<file path="src/rtl/core/ltte_pkg.sv">
package ltte_pkg;

	// characters of the stamp pattern
	localparam logic [7:0] CH_LBRACK = 8'h5B;
	localparam logic [7:0] CH_SLASH  = 8'h2F;
	localparam logic [7:0] CH_COLON  = 8'h3A;
	localparam logic [7:0] CH_SPACE  = 8'h20;
	localparam logic [7:0] CH_NUL    = 8'h00;
	localparam logic [7:0] CH_ZERO   = 8'h30;
	localparam logic [7:0] CH_NINE   = 8'h39;

	// parser position codes; 1..21 point one past the next field offset
	localparam logic [4:0] POS_WAIT  = 5'd0;
	localparam logic [4:0] POS_FIRST = 5'd1;
	localparam logic [4:0] POS_LAST  = 5'd21;
	localparam logic [4:0] POS_DONE  = 5'd22;
	localparam logic [4:0] POS_DEAD  = 5'd31;

	localparam int MONTHS = 12;
	localparam logic [3:0] MONTH_MAR = 4'd2;

	localparam logic [23:0] MONTH_NAME [MONTHS] = '{
		"Jan", "Feb", "Mar", "Apr", "May", "Jun",
		"Jul", "Aug", "Sep", "Oct", "Nov", "Dec"
	};

	// day of year of day zero of each month in a common year, minus one
	localparam logic signed [9:0] DAY_BASE [MONTHS] = '{
		-10'sd1, 10'sd30, 10'sd58, 10'sd89, 10'sd119, 10'sd150,
		10'sd180, 10'sd211, 10'sd242, 10'sd272, 10'sd303, 10'sd333
	};

	localparam logic signed [15:0] EPOCH_YEAR   = 16'sd1970;
	localparam logic signed [23:0] DAYS_PER_YR  = 24'sd365;
	localparam logic signed [23:0] LEAPS_TO_EPOCH = 24'sd477;
	localparam logic signed [39:0] SECS_PER_DAY = 40'sd86400;
	localparam logic [18:0] SECS_PER_HOUR = 19'd3600;
	localparam logic [18:0] SECS_PER_MIN  = 19'd60;

	localparam int EPOCH_W = 39;

	typedef struct packed {
		logic       ok;
		logic [6:0] day_value;
		logic [3:0] month_index;
		logic [6:0] year_hi;
		logic [6:0] year_lo;
		logic [6:0] hour_value;
		logic [6:0] minute_value;
		logic [6:0] second_value;
	} ltte_fields_t;

endpackage

</file>
<file path="src/rtl/core/ltte_if.sv">
interface ltte_in_if;
	logic       valid;
	logic       ready;
	logic [7:0] text_byte;
	logic       line_end;

	modport source(output valid, text_byte, line_end, input ready);
	modport sink(input valid, text_byte, line_end, output ready);
endinterface

interface ltte_out_if;
	logic                                valid;
	logic                                ready;
	logic signed [ltte_pkg::EPOCH_W-1:0] epoch_seconds;
	logic                                stamp_valid;

	modport source(output valid, epoch_seconds, stamp_valid, input ready);
	modport sink(input valid, epoch_seconds, stamp_valid, output ready);
endinterface

</file>
<file path="src/rtl/core/ltte_parse.sv">
module ltte_parse (
	input  logic                  clk,
	input  logic                  arst_n,
	input  logic                  adv,
	ltte_in_if.sink               text_in,
	output ltte_pkg::ltte_fields_t fields_s1,
	output logic                  v_s1
);

	localparam logic [4:0] OFF_DAY0   = 5'd0;
	localparam logic [4:0] OFF_DAY1   = 5'd1;
	localparam logic [4:0] OFF_SLASH1 = 5'd2;
	localparam logic [4:0] OFF_MON0   = 5'd3;
	localparam logic [4:0] OFF_MON1   = 5'd4;
	localparam logic [4:0] OFF_MON2   = 5'd5;
	localparam logic [4:0] OFF_SLASH2 = 5'd6;
	localparam logic [4:0] OFF_YEAR0  = 5'd7;
	localparam logic [4:0] OFF_YEAR1  = 5'd8;
	localparam logic [4:0] OFF_YEAR2  = 5'd9;
	localparam logic [4:0] OFF_YEAR3  = 5'd10;
	localparam logic [4:0] OFF_COLON1 = 5'd11;
	localparam logic [4:0] OFF_HOUR0  = 5'd12;
	localparam logic [4:0] OFF_HOUR1  = 5'd13;
	localparam logic [4:0] OFF_COLON2 = 5'd14;
	localparam logic [4:0] OFF_MIN0   = 5'd15;
	localparam logic [4:0] OFF_MIN1   = 5'd16;
	localparam logic [4:0] OFF_COLON3 = 5'd17;
	localparam logic [4:0] OFF_SEC0   = 5'd18;
	localparam logic [4:0] OFF_SEC1   = 5'd19;

	logic       acc;
	logic [7:0] b;
	logic [4:0] pos_q, pos_n;
	logic       err_q, err_n;
	logic [6:0] day_q, day_n;
	logic [7:0] mc0_q, mc0_n;
	logic [7:0] mc1_q, mc1_n;
	logic [3:0] mon_q, mon_n;
	logic [6:0] yhi_q, yhi_n;
	logic [6:0] ylo_q, ylo_n;
	logic [6:0] hour_q, hour_n;
	logic [6:0] min_q, min_n;
	logic [6:0] sec_q, sec_n;
	logic [4:0] k;
	logic       is_dig;
	logic [6:0] dig;
	logic       mon_hit;
	logic [3:0] mon_idx;
	ltte_pkg::ltte_fields_t fields_c;

	assign b   = text_in.text_byte;
	assign acc = text_in.valid && adv;
	assign text_in.ready = adv;

	always_comb begin
		is_dig = (b >= ltte_pkg::CH_ZERO) && (b <= ltte_pkg::CH_NINE);
		dig    = is_dig ? 7'(b - ltte_pkg::CH_ZERO) : 7'd0;
		k      = pos_q - 5'd1;
		mon_hit = 1'b0;
		mon_idx = '0;
		for (int i = 0; i < ltte_pkg::MONTHS; i++) begin
			if ({mc0_q, mc1_q, b} == ltte_pkg::MONTH_NAME[i]) begin
				mon_hit = 1'b1;
				mon_idx = 4'(i);
			end
		end
	end

	always_comb begin
		pos_n  = pos_q;
		err_n  = err_q;
		day_n  = day_q;
		mc0_n  = mc0_q;
		mc1_n  = mc1_q;
		mon_n  = mon_q;
		yhi_n  = yhi_q;
		ylo_n  = ylo_q;
		hour_n = hour_q;
		min_n  = min_q;
		sec_n  = sec_q;
		if (pos_q == ltte_pkg::POS_WAIT) begin
			if (b == ltte_pkg::CH_LBRACK)
				pos_n = ltte_pkg::POS_FIRST;
			else if (b == ltte_pkg::CH_NUL)
				pos_n = ltte_pkg::POS_DEAD;
		end else if (pos_q <= ltte_pkg::POS_LAST) begin
			pos_n = pos_q + 5'd1;
			case (k) inside
				OFF_DAY0, OFF_DAY1: begin
					day_n = 7'(day_q * 7'd10) + dig;
					if (!is_dig) err_n = 1'b1;
				end
				OFF_MON0: mc0_n = b;
				OFF_MON1: mc1_n = b;
				OFF_MON2: begin
					mon_n = mon_idx;
					if (!mon_hit) err_n = 1'b1;
				end
				OFF_SLASH1, OFF_SLASH2: begin
					if (b != ltte_pkg::CH_SLASH) err_n = 1'b1;
				end
				OFF_YEAR0, OFF_YEAR1: begin
					yhi_n = 7'(yhi_q * 7'd10) + dig;
					if (!is_dig) err_n = 1'b1;
				end
				OFF_YEAR2, OFF_YEAR3: begin
					ylo_n = 7'(ylo_q * 7'd10) + dig;
					if (!is_dig) err_n = 1'b1;
				end
				OFF_COLON1, OFF_COLON2, OFF_COLON3: begin
					if (b != ltte_pkg::CH_COLON) err_n = 1'b1;
				end
				OFF_HOUR0, OFF_HOUR1: begin
					hour_n = 7'(hour_q * 7'd10) + dig;
					if (!is_dig) err_n = 1'b1;
				end
				OFF_MIN0, OFF_MIN1: begin
					min_n = 7'(min_q * 7'd10) + dig;
					if (!is_dig) err_n = 1'b1;
				end
				OFF_SEC0, OFF_SEC1: begin
					sec_n = 7'(sec_q * 7'd10) + dig;
					if (!is_dig) err_n = 1'b1;
				end
				default: begin
					if (b != ltte_pkg::CH_SPACE) err_n = 1'b1;
				end
			endcase
		end
		fields_c.ok           = (pos_n == ltte_pkg::POS_DONE) && !err_n;
		fields_c.day_value    = day_n;
		fields_c.month_index  = mon_n;
		fields_c.year_hi      = yhi_n;
		fields_c.year_lo      = ylo_n;
		fields_c.hour_value   = hour_n;
		fields_c.minute_value = min_n;
		fields_c.second_value = sec_n;
	end

	always_ff @(posedge clk or negedge arst_n) begin
		if (!arst_n) begin
			pos_q  <= ltte_pkg::POS_WAIT;
			err_q  <= 1'b0;
			day_q  <= '0;
			mc0_q  <= '0;
			mc1_q  <= '0;
			mon_q  <= '0;
			yhi_q  <= '0;
			ylo_q  <= '0;
			hour_q <= '0;
			min_q  <= '0;
			sec_q  <= '0;
		end else if (acc) begin
			if (text_in.line_end) begin
				// line done: start over for the next line
				pos_q  <= ltte_pkg::POS_WAIT;
				err_q  <= 1'b0;
				day_q  <= '0;
				mc0_q  <= '0;
				mc1_q  <= '0;
				mon_q  <= '0;
				yhi_q  <= '0;
				ylo_q  <= '0;
				hour_q <= '0;
				min_q  <= '0;
				sec_q  <= '0;
			end else begin
				pos_q  <= pos_n;
				err_q  <= err_n;
				day_q  <= day_n;
				mc0_q  <= mc0_n;
				mc1_q  <= mc1_n;
				mon_q  <= mon_n;
				yhi_q  <= yhi_n;
				ylo_q  <= ylo_n;
				hour_q <= hour_n;
				min_q  <= min_n;
				sec_q  <= sec_n;
			end
		end
	end

	always_ff @(posedge clk or negedge arst_n) begin
		if (!arst_n)
			v_s1 <= 1'b0;
		else if (adv)
			v_s1 <= text_in.valid && text_in.line_end;
	end

	always_ff @(posedge clk) begin
		if (adv)
			fields_s1 <= fields_c;
	end

	a_pos_legal: assert property (@(posedge clk) disable iff (!arst_n)
		!((pos_q > ltte_pkg::POS_DONE) && (pos_q < ltte_pkg::POS_DEAD)))
		else $error("parser position out of range");

	a_line_end_restart: assert property (@(posedge clk) disable iff (!arst_n)
		(acc && text_in.line_end) |=> (pos_q == ltte_pkg::POS_WAIT) && !err_q && v_s1)
		else $error("line end did not restart parser or launch result");

	a_no_spurious: assert property (@(posedge clk) disable iff (!arst_n)
		(adv && !(text_in.valid && text_in.line_end)) |=> !v_s1)
		else $error("result launched without a line end beat");

endmodule

</file>
<file path="src/rtl/core/ltte_calc.sv">
module ltte_calc (
	input  logic                   clk,
	input  logic                   arst_n,
	input  ltte_pkg::ltte_fields_t fields_s1,
	input  logic                   v_s1,
	output logic                   adv,
	ltte_out_if.source             stamp_out
);

	logic        v_s2, v_s3, v_s4;
	logic        ok_s2, ok_s3;
	logic [13:0] y_s2;
	logic signed [7:0]  cp_s2;
	logic signed [9:0]  dpart_s2;
	logic [18:0] tod_s2, tod_s3;
	logic signed [23:0] days_s3;
	logic        stamp_s4;
	logic signed [ltte_pkg::EPOCH_W-1:0] epoch_s4;

	logic [13:0] y_c;
	logic        leap_c;
	logic        leap_adj;
	logic signed [7:0]  cp_c;
	logic signed [9:0]  dpart_c;
	logic [18:0] tod_c;
	logic signed [15:0] yoff;
	logic signed [15:0] ym1;
	logic signed [15:0] q4;
	logic signed [7:0]  cp4;
	logic signed [23:0] days_c;
	logic signed [39:0] prod;

	assign adv = !v_s4 || stamp_out.ready;

	// year-derived terms, day within year, time of day
	always_comb begin
		y_c = 14'(fields_s1.year_hi * 14'd100) + 14'(fields_s1.year_lo);
		leap_c = (fields_s1.year_lo[1:0] == 2'b00) &&
			((fields_s1.year_lo != 7'd0) || (fields_s1.year_hi[1:0] == 2'b00));
		leap_adj = leap_c && (fields_s1.month_index >= ltte_pkg::MONTH_MAR);
		// floor((y-1)/100)
		cp_c = (fields_s1.year_lo != 7'd0) ? $signed({1'b0, fields_s1.year_hi}) :
			$signed({1'b0, fields_s1.year_hi}) - 8'sd1;
		dpart_c = ltte_pkg::DAY_BASE[fields_s1.month_index] +
			$signed({3'b000, fields_s1.day_value}) + $signed({9'd0, leap_adj});
		tod_c = 19'(fields_s1.hour_value) * ltte_pkg::SECS_PER_HOUR +
			19'(fields_s1.minute_value) * ltte_pkg::SECS_PER_MIN +
			19'(fields_s1.second_value);
	end

	// days since epoch: leap days in 1..y-1 by floor divisions
	always_comb begin
		yoff = $signed({2'b00, y_s2}) - ltte_pkg::EPOCH_YEAR;
		ym1  = $signed({2'b00, y_s2}) - 16'sd1;
		q4   = ym1 >>> 2;
		cp4  = cp_s2 >>> 2;
		days_c = $signed({{8{yoff[15]}}, yoff}) * ltte_pkg::DAYS_PER_YR +
			$signed({{8{q4[15]}}, q4}) -
			$signed({{16{cp_s2[7]}}, cp_s2}) +
			$signed({{16{cp4[7]}}, cp4}) -
			ltte_pkg::LEAPS_TO_EPOCH +
			$signed({{14{dpart_s2[9]}}, dpart_s2});
	end

	always_comb begin
		prod = $signed({{16{days_s3[23]}}, days_s3}) * ltte_pkg::SECS_PER_DAY +
			$signed({21'd0, tod_s3});
	end

	always_ff @(posedge clk or negedge arst_n) begin
		if (!arst_n) begin
			v_s2 <= 1'b0;
			v_s3 <= 1'b0;
			v_s4 <= 1'b0;
		end else if (adv) begin
			v_s2 <= v_s1;
			v_s3 <= v_s2;
			v_s4 <= v_s3;
		end
	end

	always_ff @(posedge clk) begin
		if (adv) begin
			ok_s2    <= fields_s1.ok;
			y_s2     <= y_c;
			cp_s2    <= cp_c;
			dpart_s2 <= dpart_c;
			tod_s2   <= tod_c;
			ok_s3    <= ok_s2;
			days_s3  <= days_c;
			tod_s3   <= tod_s2;
			stamp_s4 <= ok_s3;
			epoch_s4 <= ok_s3 ? prod[ltte_pkg::EPOCH_W-1:0] : '0;
		end
	end

	assign stamp_out.valid         = v_s4;
	assign stamp_out.epoch_seconds = epoch_s4;
	assign stamp_out.stamp_valid   = stamp_s4;

	a_invalid_zero: assert property (@(posedge clk) disable iff (!arst_n)
		(v_s4 && !stamp_s4) |-> (epoch_s4 == '0))
		else $error("invalid stamp with nonzero seconds");

	a_stage_flow: assert property (@(posedge clk) disable iff (!arst_n)
		(adv && v_s3) |=> v_s4)
		else $error("result lost between last stages");

	a_stall_hold: assert property (@(posedge clk) disable iff (!arst_n)
		!adv |=> v_s4 && $stable(v_s3) && $stable(v_s2))
		else $error("pipeline moved during stall");

endmodule

</file>
<file path="src/rtl/core/log_timestamp_to_epoch.sv">
// channel    dir  fields                         accepted when
// text_in    in   text_byte[7:0], line_end       text_in.valid && text_in.ready
// stamp_out  out  epoch_seconds[38:0] (signed),  stamp_out.valid && stamp_out.ready
//                 stamp_valid
//
// One text beat per cycle unless a result is stalled. The line-end beat's result passes
// the parse register and then three arithmetic stages (year terms, day count, seconds
// multiply), all advancing together.
// arst_n clears the parser to wait for '[' and empties the pipeline.
// A stalled result holds the whole pipeline; text_in.ready drops only then.
module log_timestamp_to_epoch (
	input  logic       clk,
	input  logic       arst_n,
	ltte_in_if.sink    text_in,
	ltte_out_if.source stamp_out
);

	logic                   adv;
	logic                   v_s1;
	ltte_pkg::ltte_fields_t fields_s1;

	ltte_parse u_parse (
		.clk       (clk),
		.arst_n    (arst_n),
		.adv       (adv),
		.text_in   (text_in),
		.fields_s1 (fields_s1),
		.v_s1      (v_s1)
	);

	ltte_calc u_calc (
		.clk       (clk),
		.arst_n    (arst_n),
		.fields_s1 (fields_s1),
		.v_s1      (v_s1),
		.adv       (adv),
		.stamp_out (stamp_out)
	);

endmodule

</file>
<file path="src/flat_wrapper.sv">
// flat-port wrapper written by rule: the top's interface ports become plain ports
module log_timestamp_to_epoch_flat 
  (clk, arst_n, text_in_valid, text_in_text_byte, text_in_line_end, text_in_ready, stamp_out_valid, stamp_out_epoch_seconds, stamp_out_stamp_valid, stamp_out_ready);
  ltte_in_if text_in_i ();
  ltte_out_if stamp_out_i ();
  input  logic clk;
  input  logic arst_n;
  input wire logic [$bits(text_in_i.valid)-1:0] text_in_valid;
  input wire logic [$bits(text_in_i.text_byte)-1:0] text_in_text_byte;
  input wire logic [$bits(text_in_i.line_end)-1:0] text_in_line_end;
  output wire logic [$bits(text_in_i.ready)-1:0] text_in_ready;
  output wire logic [$bits(stamp_out_i.valid)-1:0] stamp_out_valid;
  output wire logic [$bits(stamp_out_i.epoch_seconds)-1:0] stamp_out_epoch_seconds;
  output wire logic [$bits(stamp_out_i.stamp_valid)-1:0] stamp_out_stamp_valid;
  input wire logic [$bits(stamp_out_i.ready)-1:0] stamp_out_ready;
  assign text_in_i.valid = text_in_valid;
  assign text_in_i.text_byte = text_in_text_byte;
  assign text_in_i.line_end = text_in_line_end;
  assign text_in_ready = text_in_i.ready;
  assign stamp_out_valid = stamp_out_i.valid;
  assign stamp_out_epoch_seconds = stamp_out_i.epoch_seconds;
  assign stamp_out_stamp_valid = stamp_out_i.stamp_valid;
  assign stamp_out_i.ready = stamp_out_ready;
  log_timestamp_to_epoch u_core (.clk(clk), .arst_n(arst_n), .text_in(text_in_i), .stamp_out(stamp_out_i));
endmodule
</file>
<file path="config.mk">
export PLATFORM = sky130hd
export DESIGN_NAME = log_timestamp_to_epoch_flat
export DESIGN_NICKNAME = d
export VERILOG_FILES = /design/src/rtl/core/ltte_pkg.sv /design/src/rtl/core/ltte_if.sv /design/src/rtl/core/ltte_parse.sv /design/src/rtl/core/ltte_calc.sv /design/src/rtl/core/log_timestamp_to_epoch.sv /design/src/flat_wrapper.sv
export SDC_FILE = /design/constraint.sdc
export NUM_CORES = 1
export LEC_CHECK = 0
export BUFFER_PORTS_ARGS = -buffer_cell sky130_fd_sc_hd__buf_4
export CORE_MARGIN = 1.5
export CORE_UTILIZATION = 60
export DETAILED_ROUTE_END_ITERATION = 10
export PLACE_DENSITY = 0.82
export SYNTH_ARGS = -nofsm -noshare
export SYNTH_HDL_FRONTEND = slang
export SYNTH_HIERARCHICAL = 1
export SYNTH_SLANG_ARGS = --single-unit
</file>
<file path="constraint.sdc">
create_clock -name clk -period 8.75 [get_ports clk]
set_input_delay 1.3125 -clock clk [delete_from_list [all_inputs] [get_ports clk]]
set_output_delay 1.3125 -clock clk [all_outputs]
set_load 0.1 [all_outputs]
</file>
==> key figures, run 1 <==
Final layout
  • Area grow syn2layout: 6.92%
  • Area of the multi-input gates: approximately 18000 sq um
  • Antenna cell count: 0
  • Nets@finish: 3318
  • Flip-flop and latch area: 7300 sq um
  • Design Area, Final: between 20000 and 30000 sq um
  • Layout cells sized above 1: ~6.6%
  • # fillers: between 3000 and 4000

Hold path
  • Hold Path Origin: u_core/u_calc/tod_s2[3]$_DFFE_PP_
  • Hold depth: 0
  • Hold WC Path Type: flop to flop
  • WHS Endpoint: u_core/u_calc/tod_s3[3]$_DFFE_PP_

Die
  • Die Y: 215 um
  • Starting density of the core: roughly three fifths
  • Num rows: between 70 and 80
  • Core ar.: 44300 sq um
  • I/O pin count: between 50 and 60
  • Full die area: roughly 46000 sq um
  • DIE WIDTH: ~220 um

Timing
  • Fin. max-slew vios: 0
  • F_max: between 100 and 150 MHz
  • Final hold vios: 0
  • Fin crit period: a little under 8 ns
  • Worst slew pin tran: between 0.9 and 1 ns
  • Setup Skew: roughly 0.0093 ns
  • RSZ-0062 raised after global routing: false
  • Setup TNS: 0 ns
  • Endpoints failing setup: 0
  • Tcrit/Tclk final: 89.5%
  • Setup WS post-layout: 0.920 ns
  • Relative slew slack: a little over a third

Critical path
  • Largest fanout on the critical path: 5
  • Required time of the critical path: 9.05 ns
  • Critical path arrival: about 8.1 ns
  • Crit path launch type: flop
  • RR Endpoint: u_core/u_calc/days_s3[23]$_DFFE_PP_
  • CP bufs+invs: 4
  • R2r setup slk: a little over 0.9 ns
  • Worst-case reg-to-reg path depth: 27
  • CP max stage delay: between 0.5 and 0.6 ns
  • Crit path top cell by count: fa_1
  • Crit Reg-Reg Startpoint: u_core/u_calc/y_s2[0]$_DFFE_PP_
  • Critical Path End Type: flop
  • CP delay by family, top: adder cells
  • Crit-path slowest cell: fa_1
  • CP Class: flop to flop

Drt
  • First drt pass iteration count: 5
  • Drc violations: 0
  • Via-to-Cell Ratio: slightly below 6
  • Routed Antenna Nets: 0
  • Drt initial violations: 902
  • Final wirelength: ~56000 um
  • Routed len/inst: around 17 um
  • Via count: around 19000

Logic synthesis
  • Seq cells post-synth: 255
  • Netlist cell types: 109
  • Yosys warns: 6
  • Synth Cell Area: roughly 27000 sq um
  • Post-synth ARST share: between 20% and 30%
  • Post-Synthesis Cells: roughly 2700
  • Yosys top cell by area: edfxtp_1
  • Yosys top cell area share: around a fifth
  • Most instantiated cells after synthesis: inv_1, ha_1, fa_1, edfxtp_1, xnor2_1
  • Cell with the most instances after synthesis: inv_1
  • Syn Area/Cell: approximately 10 sq um
  • Syn nets: around 3300
  • Post-synthesis sequential area ratio: roughly 27%
  • Main synth FF type: edfxtp_1
  • Synth area leaders: edfxtp_1, ha_1, fa_1
  • Post-synth EDFFs: approximately 180

Job
  • Max-Cap Viols: 0

CTS
  • CTS resizes: 0
  • Clock Tree Buf Depth: 3
  • Clock transition at path regs: 0.06 ns
  • Total CTS buffers: 29
  • Hold_buf cts: 0
  • CTS tree: built
  • Setup bufs post-CTS: 0
  • Root Driver: clkbuf_16
  • H-tree Lvls: 1
  • Later-pin clock latency in the skew report: around 0.57 ns
  • Clock Sinks: between 200 and 300

Global routing
  • Vias in the first global route: between 15000 and 20000
  • GRT overflow: 0
  • First-pass GRT wire length: 94600 um
  • Pin count of the biggest net entering global routing: between 100 and 150
  • Total GRT Usage: 24.6%
  • Initial antenna violation count: 0

Placement
  • Pre-CTS setup slack: between 0.9 and 1 ns
  • HPWL after DPL: 44800 um
  • RePlAce Congestion: 0.930
  • Dpl cell area: 28000 sq um
  • PortBufs: 54

Status
  • Status: finished, final reports clean
[cell families (layout without fill, tap and decap cells)]
family                     Yosys count  in the layout  synth area share [%]
adders and majority gates          617            617                  34.8
DFF                                255            255                  27.0
muxes                               31             31                  1.27
buffers and inverters              576            630                  8.19
xor gates and xnor gates           205            205                  6.68
AOI/OAI and AO/OA                  452            452                  11.6
and+or+nand+nor                    523            523                  10.4
[stage by stage]
step                      std cells  hold WS [ns]  util (%)
final                          3305         0.416      65.2
after global routing           3305         0.426      65.2
after CTS                      3305         0.418      65.2
after detailed placement       3252         0.405      63.1
after global placement         3252         0.402      63.1
after floorplan                2659         0.400         -
[area by class of cell]
type,instances,share of cell area [%]
clock buffer,35,2.63
clock inverter,18,0.572
inverter,516,6.71
multi-input combinational,1828,60.6
sequential,255,25.3
tap,592,2.57
timing repair buffer,61,1.63
[per-layer routing]
metal | up-vias | wire length [um] | global-route usage (%)
li1 | 9121 | - | -
met1 | 9385 | 22700 | 28.7
met2 | 430 | 29900 | 46.9
met3 | 132 | 1960 | 2.48
met4 | 0 | 1770 | 8.30
met5 | - | 0 | 0
[flip-flops by register name, summed over array words and instances, names as in the netlist, 4 cells and up]
| signal | count |
|---|---|
| u_core/u_calc/cp_s2 | 8 |
| u_core/u_calc/days_s3 | 24 |
| u_core/u_calc/dpart_s2 | 10 |
| u_core/u_calc/stamp_out.epoch_seconds | 39 |
| u_core/u_calc/tod_s2 | 19 |
| u_core/u_calc/tod_s3 | 19 |
| u_core/u_calc/y_s2 | 14 |
| u_core/u_parse/day_q | 7 |
| u_core/u_parse/fields_s1 | 47 |
| u_core/u_parse/hour_q | 7 |
| u_core/u_parse/mc0_q | 8 |
| u_core/u_parse/mc1_q | 8 |
| u_core/u_parse/min_q | 7 |
| u_core/u_parse/mon_q | 4 |
| u_core/u_parse/pos_q | 5 |
| u_core/u_parse/sec_q | 7 |
| u_core/u_parse/yhi_q | 7 |
| u_core/u_parse/ylo_q | 7 |
[worst max-delay path by stage]
| stage | endpoint | cells after the start | from | slack [ns] |
|---|---|---|---|---|
| 2_1_floorplan | u_core/u_parse/mc1_q[0]$_DFFE_PN0P_ | 6 | stamp_out_ready | 0.36 |
| 3_3_place_gp | u_core/u_calc/days_s3[23]$_DFFE_PP_ | 27 | u_core/u_calc/y_s2[1]$_DFFE_PP_ | 1.45 |
| 3_5_place_dp | u_core/u_calc/days_s3[23]$_DFFE_PP_ | 27 | u_core/u_calc/y_s2[1]$_DFFE_PP_ | 0.98 |
| 4_1_cts | u_core/u_calc/days_s3[23]$_DFFE_PP_ | 27 | u_core/u_calc/y_s2[1]$_DFFE_PP_ | 0.98 |
| 5_1_grt | u_core/u_calc/days_s3[23]$_DFFE_PP_ | 27 | u_core/u_calc/y_s2[1]$_DFFE_PP_ | 0.56 |
| 6_report | u_core/u_calc/days_s3[23]$_DFFE_PP_ | 27 | u_core/u_calc/y_s2[0]$_DFFE_PP_ | 0.92 |
[layout by cell type (no fill, tap or decap), types with 7 or more instances in the layout]
cell type	count
mux2_2	22
nand3_1	40
o21ai_1	11
clkbuf_16	29
a31oi_1	13
clkinv_1	9
a22oi_1	16
o21ai_0	68
nand2_1	128
a21oi_1	111
edfxtp_1	183
nor4_1	16
buf_4	60
xor2_1	55
fa_1	225
o22ai_1	11
o21bai_1	26
nor3b_1	7
nand4_1	19
and3_1	14
nor3_1	39
inv_1	513
mux2i_1	8
dfrtp_1	72
a21o_1	48
o31ai_1	9
ha_1	389
a211oi_1	11
nor2_1	111
o21a_1	15
nor2b_1	9
or4_1	7
o2111ai_1	8
or3_1	21
and2_1	28
xnor2_1	149
a22o_1	34
nand2b_1	24
Power of run 1 is not shown: default switching activity piles up to over one toggle a cycle in this logic, so the estimate is an artifact.
==> inputs of run 2 (changes only) <==
==> constraint.sdc (replaced) <==
create_clock -name clk -period 8.75 [get_ports clk]
set_input_delay 0 -clock clk [delete_from_list [all_inputs] [get_ports clk]]
set_output_delay 0 -clock clk [all_outputs]
set_load 0.1 [all_outputs]
==> run 2 against run 1 <==
Sequential share of layout area shrank 0.11 points; worst setup slack lost 0.035 ns; maximum frequency shrank 0.45%; first-iteration DRC count grew 18%; routed wire length grew 1.0%; cell count grew 0.39%; highest routed layer unchanged.
==> key figures, run 2 (synthesis results as in run 1) <==
Timing
  • Setup WS post-layout: 0.885 ns
  • Tcrit/Tclk final: about 90%
  • Setup Skew: 0.0131 ns
  • Relative slew slack: approximately 24%
  • Fin crit period: 7.87 ns
  • RSZ-0062 raised after global routing: false
  • Final hold vios: 0
  • Fin. max-slew vios: 0
  • Setup TNS: 0 ns
  • Endpoints failing setup: 0
  • Worst slew pin tran: approximately 1.1 ns
  • F_max: 127 MHz

Critical path
  • Largest fanout on the critical path: 7
  • R2r setup slk: 0.88 ns
  • CP Class: flop to flop
  • Crit-path slowest cell: fa_1
  • Crit path top cell by count: fa_1
  • CP endpoint: u_core/u_calc/days_s3[23]$_DFFE_PP_
  • Crit Reg-Reg Startpoint: u_core/u_calc/y_s2[1]$_DFFE_PP_
  • Worst Setup SP: u_core/u_calc/y_s2[1]$_DFFE_PP_
  • Worst-case reg-to-reg path depth: 27
  • Critical path arrival: between 8 and 9 ns
  • CP max stage delay: around 0.54 ns
  • Critical Path End Type: flop
  • Crit path launch type: flop
  • RR Endpoint: u_core/u_calc/days_s3[23]$_DFFE_PP_
  • Required time of the critical path: roughly 9.1 ns

Drt
  • Final wirelength: 56900 um
  • Routed Antenna Nets: 0
  • DR WL met3: about 1900 um
  • Drc violations: 0
  • Via count: around 19000
  • Met1 wire length: 23000 um
  • Routed len/inst: approximately 17 um
  • Highest routed layer: met4
  • WL met2: roughly 30000 um
  • Drt initial violations: 1067
  • Via-to-Cell Ratio: approximately 5.8
  • First drt pass iteration count: 6

Global routing
  • Vias in the first global route: 20320
  • GRT overflow: 0
  • Total GRT Usage: 24.6%
  • Pin count of the biggest net entering global routing: 178
  • Initial antenna violation count: 0
  • First-pass GRT wire length: ~95000 um

CTS
  • Setup bufs post-CTS: 0
  • Clock Sinks: about 260
  • Root Driver: clkbuf_16
  • Hold_buf cts: 14
  • Clock Tree Buf Depth: 3
  • CTS resizes: 0
  • H-tree Lvls: 1
  • Later-pin clock latency in the skew report: 0.58 ns
  • Clock transition at path regs: 0.06 ns
  • CTS tree: built
  • Total CTS buffers: 29

Die
  • Die Y: between 200 and 250 um
  • I/O pin count: between 50 and 60
  • DIE WIDTH: ~220 um
  • Starting density of the core: approximately 60%
  • Core ar.: 44300 sq um
  • Full die area: ~46000 sq um
  • Num rows: 77

Placement
  • Pre-CTS setup slack: 1.01 ns
  • PortBufs: between 50 and 60
  • HPWL after DPL: around 44000 um
  • RePlAce Congestion: 0.942

Final layout
  • Area grow syn2layout: 7.39%
  • Nets@finish: ~3300
  • Area of the multi-input gates: roughly 18000 sq um
  • # fillers: 3310
  • Most common cell after layout, fill and taps aside: inv_1
  • Biggest register: u_core/u_parse/fields_s1
  • Antenna cell count: 0
  • Number of flip-flops in the largest register: between 40 and 50
  • Layout cells sized above 1: between 6 and 7%
  • Most frequent cells in the layout: inv_1, ha_1, fa_1
  • Flip-flop and latch area: between 7000 and 8000 sq um

Status
  • Status: finished, final reports clean

Job
  • Max-Cap Viols: 0

Hold path
  • Hold WC Path Type: input port to async pin
==> run 2: final cells by class <==
type / count / share of cell area [%]
inverter: 516 / 6.68
clock inverter: 16 / 0.509
tap: 592 / 2.55
multi-input combinational: 1828 / 60.4
clock buffer: 38 / 2.69
sequential: 255 / 25.2
timing repair buffer: 73 / 2.05
==> run 2: per-stage QoR <==
stage,util (%),std cells,area [sq um],hold WS (ns)
global placement,63.0,3250,27900,0.201
detailed placement,63.0,3250,27900,0.200
CTS,65.4,3318,29000,0.122
floorplan,-,2659,27000,-0.296
finish,65.4,3318,29000,0.0892
global route,65.4,3318,29000,0.194
==> run 2: worst min path at each step <==
stage,depth (start not counted),endpoint,slack [ns],from
floorplan,0,u_core/u_calc/stamp_out.valid$_DFFE_PN0P_,-0.30,arst_n
global placement,1,u_core/u_calc/v_s3$_DFFE_PN0P_,0.20,arst_n
detailed placement,1,u_core/u_calc/v_s3$_DFFE_PN0P_,0.20,arst_n
CTS,2,u_core/u_calc/v_s3$_DFFE_PN0P_,0.12,arst_n
global route,2,u_core/u_parse/mc0_q[6]$_DFFE_PN0P_,0.19,arst_n
finish,2,u_core/u_calc/v_s3$_DFFE_PN0P_,0.09,arst_n
==> run 2: worst max-delay path: cells and delay by family, from the launching register on <==
kind,cells,cell delay [ns]
fa+ha+maj,8,3.68
compound gates,8,1.79
flops,1,0.41
simple gates,5,1.02
xor+xnor,2,0.34
buf+inv,4,0.38
==> run 2: per-layer routing <==
layer / track usage [%] / vias up
met5: 0 / -
met4: 7.88 / 0
met3: 2.56 / 113
met2: 47.6 / 430
met1: 28.1 / 9438
li1: - / 9117
Power of run 2 is left out for the same reason.
